--- config.mk ---
export PLATFORM = sky130hd
export DESIGN_NAME = ima_adpcm_block_decoder
export DESIGN_NICKNAME = d
export VERILOG_FILES = /design/src/rtl/imab_pkg.sv /design/src/rtl/imab_nibble.sv /design/src/rtl/imab_outq.sv /design/src/rtl/ima_adpcm_block_decoder.sv
export VERILOG_INCLUDE_DIRS = /design/src /design/src/rtl
export SDC_FILE = /design/constraint.sdc
export NUM_CORES = 1
export LEC_CHECK = 0
export ABC_AREA = 1
export BUFFER_PORTS_ARGS = -buffer_cell sky130_fd_sc_hd__buf_4
export CAP_MARGIN = 5
export CORE_MARGIN = 3
export CORE_UTILIZATION = 64
export CTS_BUF_LIST = sky130_fd_sc_hd__clkbuf_16
export DETAILED_ROUTE_END_ITERATION = 8
export GPL_TIMING_DRIVEN = 0
export PLACE_DENSITY = 0.84
export SLEW_MARGIN = 20
export SYNTH_ARGS = -nofsm -noshare
export SYNTH_HDL_FRONTEND = slang
export SYNTH_SLANG_ARGS = --single-unit
export TNS_END_PERCENT = 5
--- constraint.sdc ---
create_clock -name clk -period 8.1 [get_ports clk]
set_input_delay 0.81 -clock clk [delete_from_list [all_inputs] [get_ports clk]]
set_output_delay 0.81 -clock clk [all_outputs]
set_load 0.1 [all_outputs]
--- src/rtl/ima_adpcm_block_decoder_macros.svh ---
// ---------------------------------------------------------------------------
// IMA ADPCM block decoder assertion macros
// Shared concurrent assertion forms used by the decoder RTL.
// ---------------------------------------------------------------------------
`ifndef IMA_ADPCM_BLOCK_DECODER_MACROS_SVH
`define IMA_ADPCM_BLOCK_DECODER_MACROS_SVH

// The consequent must hold in the same cycle as the antecedent.
`define IMAB_ASSERT_IMP(name, clk_s, rst_s, ante, cons, msg) \
  name: assert property (@(posedge clk_s) disable iff (rst_s) (ante) |-> (cons)) \
    else $error(msg);

// The consequent must hold in the cycle after the antecedent.
`define IMAB_ASSERT_NXT(name, clk_s, rst_s, ante, cons, msg) \
  name: assert property (@(posedge clk_s) disable iff (rst_s) (ante) |=> (cons)) \
    else $error(msg);

`endif

--- src/rtl/imab_pkg.sv ---
// ---------------------------------------------------------------------------
// IMA ADPCM block decoder package
// Widths, constants, the result type and the IMA step and index tables.
// ---------------------------------------------------------------------------
`default_nettype none

package imab_pkg;

  localparam int unsigned MAX_BLOCK_SAMPLES_DEFAULT = 2047;
  localparam int unsigned COUNT_WIDTH = 11;
  localparam int unsigned INDEX_WIDTH = 7;
  localparam int unsigned STEP_WIDTH = 15;
  localparam logic [COUNT_WIDTH-1:0] CAPACITY_RESET = 11'd505;
  localparam logic [INDEX_WIDTH-1:0] MAX_INDEX = 7'd88;
  localparam logic signed [15:0] SAMPLE_MAX = 16'sh7FFF;
  localparam logic signed [15:0] SAMPLE_MIN = -16'sh8000;
  localparam logic [3:0] NIBBLE_MASK = 4'hF;

  typedef struct packed {
    logic signed [15:0] sample;
    logic               last_sample;
  } result_t;

  function automatic logic [STEP_WIDTH-1:0] step_size(input logic [INDEX_WIDTH-1:0] idx);
    logic [STEP_WIDTH-1:0] s;
    case (idx)
      7'd0:  s = 15'd7;     7'd1:  s = 15'd8;     7'd2:  s = 15'd9;
      7'd3:  s = 15'd10;    7'd4:  s = 15'd11;    7'd5:  s = 15'd12;
      7'd6:  s = 15'd13;    7'd7:  s = 15'd14;    7'd8:  s = 15'd16;
      7'd9:  s = 15'd17;    7'd10: s = 15'd19;    7'd11: s = 15'd21;
      7'd12: s = 15'd23;    7'd13: s = 15'd25;    7'd14: s = 15'd28;
      7'd15: s = 15'd31;    7'd16: s = 15'd34;    7'd17: s = 15'd37;
      7'd18: s = 15'd41;    7'd19: s = 15'd45;    7'd20: s = 15'd50;
      7'd21: s = 15'd55;    7'd22: s = 15'd60;    7'd23: s = 15'd66;
      7'd24: s = 15'd73;    7'd25: s = 15'd80;    7'd26: s = 15'd88;
      7'd27: s = 15'd97;    7'd28: s = 15'd107;   7'd29: s = 15'd118;
      7'd30: s = 15'd130;   7'd31: s = 15'd143;   7'd32: s = 15'd157;
      7'd33: s = 15'd173;   7'd34: s = 15'd190;   7'd35: s = 15'd209;
      7'd36: s = 15'd230;   7'd37: s = 15'd253;   7'd38: s = 15'd279;
      7'd39: s = 15'd307;   7'd40: s = 15'd337;   7'd41: s = 15'd371;
      7'd42: s = 15'd408;   7'd43: s = 15'd449;   7'd44: s = 15'd494;
      7'd45: s = 15'd544;   7'd46: s = 15'd598;   7'd47: s = 15'd658;
      7'd48: s = 15'd724;   7'd49: s = 15'd796;   7'd50: s = 15'd876;
      7'd51: s = 15'd963;   7'd52: s = 15'd1060;  7'd53: s = 15'd1166;
      7'd54: s = 15'd1282;  7'd55: s = 15'd1411;  7'd56: s = 15'd1552;
      7'd57: s = 15'd1707;  7'd58: s = 15'd1878;  7'd59: s = 15'd2066;
      7'd60: s = 15'd2272;  7'd61: s = 15'd2499;  7'd62: s = 15'd2749;
      7'd63: s = 15'd3024;  7'd64: s = 15'd3327;  7'd65: s = 15'd3660;
      7'd66: s = 15'd4026;  7'd67: s = 15'd4428;  7'd68: s = 15'd4871;
      7'd69: s = 15'd5358;  7'd70: s = 15'd5894;  7'd71: s = 15'd6484;
      7'd72: s = 15'd7132;  7'd73: s = 15'd7845;  7'd74: s = 15'd8630;
      7'd75: s = 15'd9493;  7'd76: s = 15'd10442; 7'd77: s = 15'd11487;
      7'd78: s = 15'd12635; 7'd79: s = 15'd13899; 7'd80: s = 15'd15289;
      7'd81: s = 15'd16818; 7'd82: s = 15'd18500; 7'd83: s = 15'd20350;
      7'd84: s = 15'd22385; 7'd85: s = 15'd24623; 7'd86: s = 15'd27086;
      7'd87: s = 15'd29794;
      default: s = 15'd32767;
    endcase
    return s;
  endfunction

  function automatic logic signed [7:0] index_adjust(input logic [2:0] mag);
    logic signed [7:0] a;
    case (mag)
      3'd4:    a = 8'sd2;
      3'd5:    a = 8'sd4;
      3'd6:    a = 8'sd6;
      3'd7:    a = 8'sd8;
      default: a = -8'sd1;
    endcase
    return a;
  endfunction

endpackage

`default_nettype wire

--- src/rtl/imab_nibble.sv ---
// ---------------------------------------------------------------------------
// IMA ADPCM nibble decoder
// Applies one 4-bit code to the predictor and step index, with saturation.
// ---------------------------------------------------------------------------
`default_nettype none

module imab_nibble
  import imab_pkg::*;
(
  input  logic signed [15:0]            pred_in,
  input  logic [INDEX_WIDTH-1:0]        idx_in,
  input  logic [3:0]                    nib,
  output logic signed [15:0]            pred_out,
  output logic [INDEX_WIDTH-1:0]        idx_out
);

  logic [STEP_WIDTH-1:0]  step;
  logic [16:0]            diff;
  logic signed [17:0]     sum;
  logic signed [7:0]      ni;

  always_comb begin
    step = step_size(idx_in);
    diff = 17'(step >> 3);
    if (nib[0]) begin
      diff = diff + 17'(step >> 2);
    end
    if (nib[1]) begin
      diff = diff + 17'(step >> 1);
    end
    if (nib[2]) begin
      diff = diff + 17'(step);
    end
    if (nib[3]) begin
      sum = 18'(pred_in) - $signed({1'b0, diff});
    end else begin
      sum = 18'(pred_in) + $signed({1'b0, diff});
    end
    if (sum > 18'(SAMPLE_MAX)) begin
      pred_out = SAMPLE_MAX;
    end else if (sum < 18'(SAMPLE_MIN)) begin
      pred_out = SAMPLE_MIN;
    end else begin
      pred_out = sum[15:0];
    end
    ni = $signed({1'b0, idx_in}) + index_adjust(nib[2:0]);
    if (ni < 8'sd0) begin
      idx_out = '0;
    end else if (ni > $signed({1'b0, MAX_INDEX})) begin
      idx_out = MAX_INDEX;
    end else begin
      idx_out = ni[INDEX_WIDTH-1:0];
    end
  end

endmodule

`default_nettype wire

--- src/rtl/imab_outq.sv ---
// ---------------------------------------------------------------------------
// IMA ADPCM result queue
// Two-entry output register with skid slot for decoded samples.
// ---------------------------------------------------------------------------
`default_nettype none

module imab_outq
  import imab_pkg::*;
(
  input  logic    clk,
  input  logic    rst,
  input  logic    push,
  input  result_t push_item,
  output logic    space,
  output logic    out_valid,
  input  logic    out_stall,
  output result_t head
);

  logic [1:0] count;
  logic [1:0] count_next;
  result_t    slot0;
  result_t    slot1;
  logic       pop;

  assign pop = (count != 2'd0) && !out_stall;
  assign space = (count != 2'd2) || pop;
  assign out_valid = (count != 2'd0);
  assign head = slot0;

  always_comb begin
    count_next = count;
    if (push && !pop) begin
      count_next = count + 2'd1;
    end else if (pop && !push) begin
      count_next = count - 2'd1;
    end
  end

  always_ff @(posedge clk) begin
    if (rst) begin
      count <= '0;
    end else begin
      count <= count_next;
    end
    if (count == 2'd2) begin
      if (pop) begin
        slot0 <= slot1;
        if (push) begin
          slot1 <= push_item;
        end
      end
    end else if (count == 2'd1) begin
      if (push && pop) begin
        slot0 <= push_item;
      end else if (push) begin
        slot1 <= push_item;
      end
    end else if (push) begin
      slot0 <= push_item;
    end
  end

endmodule

`default_nettype wire

--- src/rtl/ima_adpcm_block_decoder.sv ---
// ---------------------------------------------------------------------------
// IMA ADPCM block decoder
// Decodes a mono 4-bit IMA ADPCM block streamed one byte per request.
// ---------------------------------------------------------------------------
//  Channel   Handshake            Payload
//  input     in_valid / in_stall  data_byte, block_start, block_end
//  output    out_valid/out_stall  sample, last_sample
//  config    cfg_valid/cfg_ready  cfg_data (sample capacity)
//
//  A header byte retires once the queue has room; a data byte is decoded
//  nibble by nibble in the single nibble decoder, held for its second sample.
//  Results leave through a two-entry queue: one sample per cycle without out_stall.
//  Reset is synchronous; no clearing pass is needed after it.
//  An output stall holds the held byte once the queue is full.
`default_nettype none

module ima_adpcm_block_decoder
  import imab_pkg::*;
#(
  parameter int unsigned MAX_BLOCK_SAMPLES = MAX_BLOCK_SAMPLES_DEFAULT
)
(
  input  logic                   clk,
  input  logic                   rst,
  input  logic                   in_valid,
  output logic                   in_stall,
  input  logic [7:0]             data_byte,
  input  logic                   block_start,
  input  logic                   block_end,
  output logic                   out_valid,
  input  logic                   out_stall,
  output logic signed [15:0]     sample,
  output logic                   last_sample,
  input  logic                   cfg_valid,
  output logic                   cfg_ready,
  input  logic [COUNT_WIDTH-1:0] cfg_data
);

  `include "ima_adpcm_block_decoder_macros.svh"

  localparam int unsigned CountMax = (2 ** COUNT_WIDTH) - 1;
  localparam logic [COUNT_WIDTH-1:0] MaxLimit =
    COUNT_WIDTH'((MAX_BLOCK_SAMPLES > CountMax) ? CountMax : MAX_BLOCK_SAMPLES);

  typedef enum logic [2:0] {
    HP_LOW,
    HP_HIGH,
    HP_INDEX,
    HP_SKIP,
    HP_DATA
  } hdr_pos_t;

  logic [COUNT_WIDTH-1:0] capacity;
  logic [COUNT_WIDTH-1:0] limit;

  logic                   item_full;
  logic [7:0]             item_byte;
  logic                   item_start;
  logic                   item_end;
  logic                   phase;

  hdr_pos_t               hdr_pos;
  hdr_pos_t               hdr_pos_eff;
  hdr_pos_t               hdr_pos_next;
  logic signed [15:0]     predictor;
  logic signed [15:0]     predictor_next;
  logic [INDEX_WIDTH-1:0] step_index;
  logic [INDEX_WIDTH-1:0] step_index_next;
  logic [7:0]             header_low;
  logic [7:0]             header_low_next;
  logic [COUNT_WIDTH-1:0] samples_emitted;
  logic [COUNT_WIDTH-1:0] se_eff;
  logic [COUNT_WIDTH-1:0] se_inc;
  logic [COUNT_WIDTH-1:0] samples_emitted_next;
  logic                   capacity_reached;
  logic                   cr_eff;
  logic                   capacity_reached_next;

  logic                   go;
  logic                   restart;
  logic                   hit;
  logic                   need_second;
  logic                   retire;
  logic [3:0]             nib;
  logic signed [15:0]     nib_pred;
  logic [INDEX_WIDTH-1:0] nib_idx;

  logic                   q_push;
  logic                   q_space;
  result_t                q_item;
  result_t                q_head;

  assign cfg_ready = 1'b1;

  always_ff @(posedge clk) begin
    if (rst) begin
      capacity <= CAPACITY_RESET;
    end else if (cfg_valid) begin
      capacity <= cfg_data;
    end
  end

  assign limit = (capacity < MaxLimit) ? capacity : MaxLimit;

  assign go = item_full && q_space;
  assign retire = go && !need_second;
  assign in_stall = item_full && !retire;
  assign restart = !phase && item_start;
  assign nib = phase ? item_byte[7:4] : (item_byte[3:0] & NIBBLE_MASK);

  imab_nibble u_nibble (
    .pred_in  (predictor),
    .idx_in   (step_index),
    .nib      (nib),
    .pred_out (nib_pred),
    .idx_out  (nib_idx)
  );

  always_comb begin
    hdr_pos_eff = restart ? HP_LOW : hdr_pos;
    se_eff = restart ? '0 : samples_emitted;
    if (phase) begin
      cr_eff = capacity_reached;
    end else begin
      cr_eff = (!restart && capacity_reached) || (se_eff >= limit);
    end
    se_inc = se_eff + COUNT_WIDTH'(1);
    hit = (se_inc >= limit);

    hdr_pos_next = hdr_pos_eff;
    predictor_next = predictor;
    step_index_next = step_index;
    header_low_next = header_low;
    samples_emitted_next = se_eff;
    capacity_reached_next = cr_eff;
    need_second = 1'b0;
    q_push = 1'b0;
    q_item.sample = predictor;
    q_item.last_sample = 1'b0;

    unique case (hdr_pos_eff)
      HP_LOW: begin
        header_low_next = item_byte;
        hdr_pos_next = HP_HIGH;
      end
      HP_HIGH: begin
        predictor_next = {item_byte, header_low};
        hdr_pos_next = HP_INDEX;
      end
      HP_INDEX: begin
        step_index_next = (item_byte > 8'(MAX_INDEX)) ? MAX_INDEX
                                                       : item_byte[INDEX_WIDTH-1:0];
        hdr_pos_next = HP_SKIP;
      end
      HP_SKIP: begin
        hdr_pos_next = HP_DATA;
        if (!cr_eff) begin
          samples_emitted_next = se_inc;
          capacity_reached_next = hit;
          q_push = go;
          q_item.sample = predictor;
          q_item.last_sample = hit || item_end;
        end
      end
      HP_DATA: begin
        if (!cr_eff) begin
          predictor_next = nib_pred;
          step_index_next = nib_idx;
          samples_emitted_next = se_inc;
          capacity_reached_next = hit;
          q_push = go;
          q_item.sample = nib_pred;
          q_item.last_sample = hit || (phase && item_end);
          need_second = !phase && !hit;
        end
      end
      default: begin
        hdr_pos_next = HP_LOW;
      end
    endcase

    if (!need_second && item_end) begin
      hdr_pos_next = HP_LOW;
      samples_emitted_next = '0;
      capacity_reached_next = 1'b0;
    end
  end

  always_ff @(posedge clk) begin
    if (rst) begin
      item_full <= 1'b0;
      phase <= 1'b0;
      hdr_pos <= HP_LOW;
      predictor <= '0;
      step_index <= '0;
      header_low <= '0;
      samples_emitted <= '0;
      capacity_reached <= 1'b0;
    end else begin
      if (in_valid && !in_stall) begin
        item_full <= 1'b1;
      end else if (retire) begin
        item_full <= 1'b0;
      end
      if (go) begin
        phase <= need_second;
        hdr_pos <= hdr_pos_next;
        predictor <= predictor_next;
        step_index <= step_index_next;
        header_low <= header_low_next;
        samples_emitted <= samples_emitted_next;
        capacity_reached <= capacity_reached_next;
      end
    end
  end

  always_ff @(posedge clk) begin
    if (in_valid && !in_stall) begin
      item_byte <= data_byte;
      item_start <= block_start;
      item_end <= block_end;
    end
  end

  imab_outq u_outq (
    .clk       (clk),
    .rst       (rst),
    .push      (q_push),
    .push_item (q_item),
    .space     (q_space),
    .out_valid (out_valid),
    .out_stall (out_stall),
    .head      (q_head)
  );

  assign sample = q_head.sample;
  assign last_sample = q_head.last_sample;

  `IMAB_ASSERT_IMP(a_index_range, clk, rst, 1'b1, step_index <= MAX_INDEX,
                   "Step index left the table range.")
  `IMAB_ASSERT_IMP(a_phase_holds_item, clk, rst, phase, item_full,
                   "Second nibble pending without a held byte.")
  `IMAB_ASSERT_IMP(a_push_has_room, clk, rst, q_push, q_space,
                   "Sample pushed into a full result queue.")
  `IMAB_ASSERT_NXT(a_second_follows, clk, rst, go && need_second,
                   phase && item_full && (hdr_pos == HP_DATA),
                   "High nibble did not follow the low nibble.")

endmodule

`default_nettype wire
==> results.toml <==
[yosys]
synth_top_area_share_pct = 16.1
syn-num-nets = 1991
yosysTopAreaCell = "nand2_1"
synthAdderAreaFrac_pct = 12.4
yosysWarnings = 0
synth_compound_area_share_pct = 16.6
synth_cells = 1849
synth_seq_cells = 120
synth_area_um2 = 12000
syn_area_per_cell_um2 = 6.48
ys.flop_type = "dfxtp_1"
synth_edf_count = 44
synthArstFlopShare_pct = 0
synth_top_family_by_area = "simple AND/OR/NAND/NOR gates"
ys_seq_area_share_pct = 23.7
yosys-mux-area-fraction_pct = 0
yosysUniqueCellTypes = 54
synth_xor_area_share_pct = 4.02
synth_simple_gate_area_share_pct = 33.6
synth_area_leaders = "nand2_1, dfxtp_1, ha_1"

[cts]
cts_buffer_depth = 2
postCtsHoldBufs = 0
cts.sinks = 120
cts_tree = "yes"
clock_latency_ns = 0.43
cts_root_buf = "clkbuf_16"
clk_pin_slew_ns = 0.06
cts_buffers = 17
htreeDepth = 4

[die]
placementRows = 49
core_area_um2 = 18100
die_y_um = 143
start_util_pct = 66.0
die-width_um = 143
io_pins = 46
fp.dieArea_um2 = 20400

[power_and_ir_drop]
p_int_mw = 1.31
switchingPower_mw = 0.819
seqPwrFrac_pct = 31.6
clkPwrFrac_pct = 33.7
vdd_drop_max_v = 0.000157
power_per_cell_area_nw_per_um2 = 161
switching_share_pct = 38.4
combPwrFrac_pct = 34.8
static-leakage-power_nw = 6.50

[worst_setup_path]
worstSetupPathType = "reg2reg"
crit_buf_inv = 7
critPathCaptureType = "register"
crit_path_frequent_cell = "nand2_1"
slowest_stage = "dfxtp_1"
worst_ep_required_time_ns = 8.28
start_kind = "register"
path_delay_family = "simple AND/OR/NAND/NOR gates"
critPathArrivalTime_ns = 7.72
cp_slowest_stage_delay_ns = 0.51
crit_path_max_fanout = 10

[grt]
grt_max_degree = 18
antenna_found_initial = 0
grt-ovfl-total = 0
grt_pass1_vias = 12100
grt.total_usage_pct = 34.8
grt_pass1_wl_um = 57800

[layout]
nets = 2055
drive_gt1_share_pct = 10.3
antenna_cells = 0
area_growth_pct = 10.3

[worst_hold_path]
min-delay-path-class = "reg2reg"

[detailed_routing]
ant_nets = 0
drt-initial-drc-count = 1622
routed-via-count = 13100
route.detailed.drc = 1
vias_per_cell = 6.06
wl_per_cell_um = 16.8
routed_wl_um = 36100
drtPass1Iterations = 8

[job]
drv_cap = 0

[place]
dp_hpwl_um = 27200
gp_congestion = 1.02
numPortBuffers = 44

[timing]
period_needed_ns = 7.54
hold_viol = 0
clock.fmax_mhz = 133
setup-tns-final_ns = 0
worst_slew_pin_slew_ns = 1.02
slew_headroom_pct = 31.7
finalSetupViolCount = 0
period_share_pct = 93.1
rsz0062_at_grt = "false"
fin_worst_skew_ns = 0.0130
whs_ns = 0.455
drv_slew = 0

[status]
violations = "design-rule violations"
status = "complete, but fails checks"
-- synthesized netlist by cell type, types with 4 or more instances --
cell      number
or2_2          9
buf_4          5
o21ai_1       15
o21a_1         6
buf_2         20
ha_1         112
nand4_1       18
edfxtp_1      44
a211oi_1       4
xnor2_1       21
clkbuf_1      29
dfxtp_1       76
nor3_1        18
inv_1        208
o211ai_1      15
o21ai_2        6
o21bai_1       7
nor2_2         5
and2_1         6
o31ai_1        5
inv_2         10
a31oi_1        8
nand2_2       17
nand3_2       17
o21ai_0       97
nand2_1      514
nor2_1       143
nand2_4       12
fa_1           4
a21oi_1      166
xor2_1        34
nand3_1      158
-- what timing repair did --
item,in CTS,in global routing
endpoints found under the setup margin,0,42
gates resized for setup,0,11
setup buffers,0,0
-- power groups by stage --
stage | clock (mW) | sequential, mW | combinational [mW]
5_1_grt | 0.745 | 0.675 | 0.812
4_1_cts | 0.715 | 0.673 | 0.731
6_report | 0.718 | 0.673 | 0.742
3_5_place_dp | 0 | 0.685 | 0.721
2_1_floorplan | 0 | 0.777 | 0.481
3_3_place_gp | 0 | 0.685 | 0.694
-- worst paths after layout --
| path | start | slack, ns | end | cells past startpoint |
|---|---|---|---|---|
| worst max-delay path | u_nibble.step[4]$_DFF_P_ | 0.56 | u_outq.head[2]$_DFFE_PP_ | 50 |
| worst min-delay path | capacity[0]$_SDFFE_PP1P_ | 0.46 | capacity[0]$_SDFFE_PP1P_ | 2 |
| worst max register to register | u_nibble.step[4]$_DFF_P_ | 0.56 | u_outq.head[2]$_DFFE_PP_ | 50 |
| worst min register to register | capacity[0]$_SDFFE_PP1P_ | 0.46 | capacity[0]$_SDFFE_PP1P_ | 2 |
-- sequential cells by signal (all words and copies together), names as in the netlist, 2 cells and up --
name	cells
u_outq.slot1	17
u_outq.head	17
predictor	16
header_low	8
samples_emitted	11
hdr_pos	3
u_nibble.step	15
step_index	7
capacity	11
u_outq.count	2
item_byte	8
-- per-stage QoR --
stage,std cells,worst slack (ns),util [%],power [mW],cell area (µm²)
after floorplan,1849,1.72,-,1.26,12000
after global placement,2122,0.604,69.4,1.38,12600
after detailed placement,2123,0.455,69.6,1.41,12600
after CTS,2155,0.380,72.6,2.12,13200
after global routing,2155,0.000168,72.8,2.23,13200
final,2155,0.556,72.8,2.13,13200
-- cells in the final DEF, fill, tap and decap left out, types with 10 or more instances in the layout --
cell type / synthesis / final
nor3_1: 18 / 17
nand3_2: 17 / 17
a21oi_1: 166 / 165
xnor2_1: 21 / 21
o21ai_1: 15 / 18
dfxtp_1: 76 / 74
edfxtp_1: 44 / 44
ha_1: 112 / 112
o211ai_1: 15 / 15
nand2_4: 12 / 12
nand2_1: 514 / 514
clkbuf_1: 29 / 29
nand4_1: 18 / 18
buf_2: 20 / 20
o21ai_0: 97 / 94
clkbuf_16: 0 / 17
inv_1: 208 / 209
inv_2: 10 / 10
nand2_2: 17 / 17
buf_4: 5 / 49
xor2_1: 34 / 33
nand3_1: 158 / 158
nor2_1: 143 / 142
-- cells by family (layout without fill, tap and decap cells) --
family,count (synthesis),count (layout)
simple gates,920,920
compound gates,354,354
buf+inv,283,360
flops,120,120
fa+ha+maj,116,116
xor+xnor,55,55
other cells,1,1
-- layer usage --
layer | vias to the layer above | global-route usage, % | routed length (µm)
li1 | 6254 | - | -
met1 | 5912 | 43.6 | 14600
met2 | 738 | 57.4 | 16700
met3 | 155 | 6.43 | 3100
met4 | 0 | 17.8 | 1710
met5 | - | 0 | 0
-- worst register-to-register path, delay by kind of cell, from the launching register on --
kind	cells	cell delay [ns]
xor gates and xnor gates	2	0.38
and+or+nand+nor	34	3.68
adders and majority gates	4	1.42
buffers and inverters	7	0.74
DFF	1	0.51
AOI/OAI and AO/OA	3	0.53
-- area by class of cell --
| type | instances | area, µm² |
|---|---|---|
| inverter | 222 | 838 |
| clock inverter | 15 | 130 |
| buffer | 61 | 312 |
| fill | 1427 | 4930 |
| multi-input combinational | 1446 | 8030 |
| timing repair buffer | 45 | 342 |
| tap | 229 | 287 |
| clock buffer | 17 | 425 |
| sequential | 120 | 2850 |
Note: power is estimated with default switching activity, not from simulation.
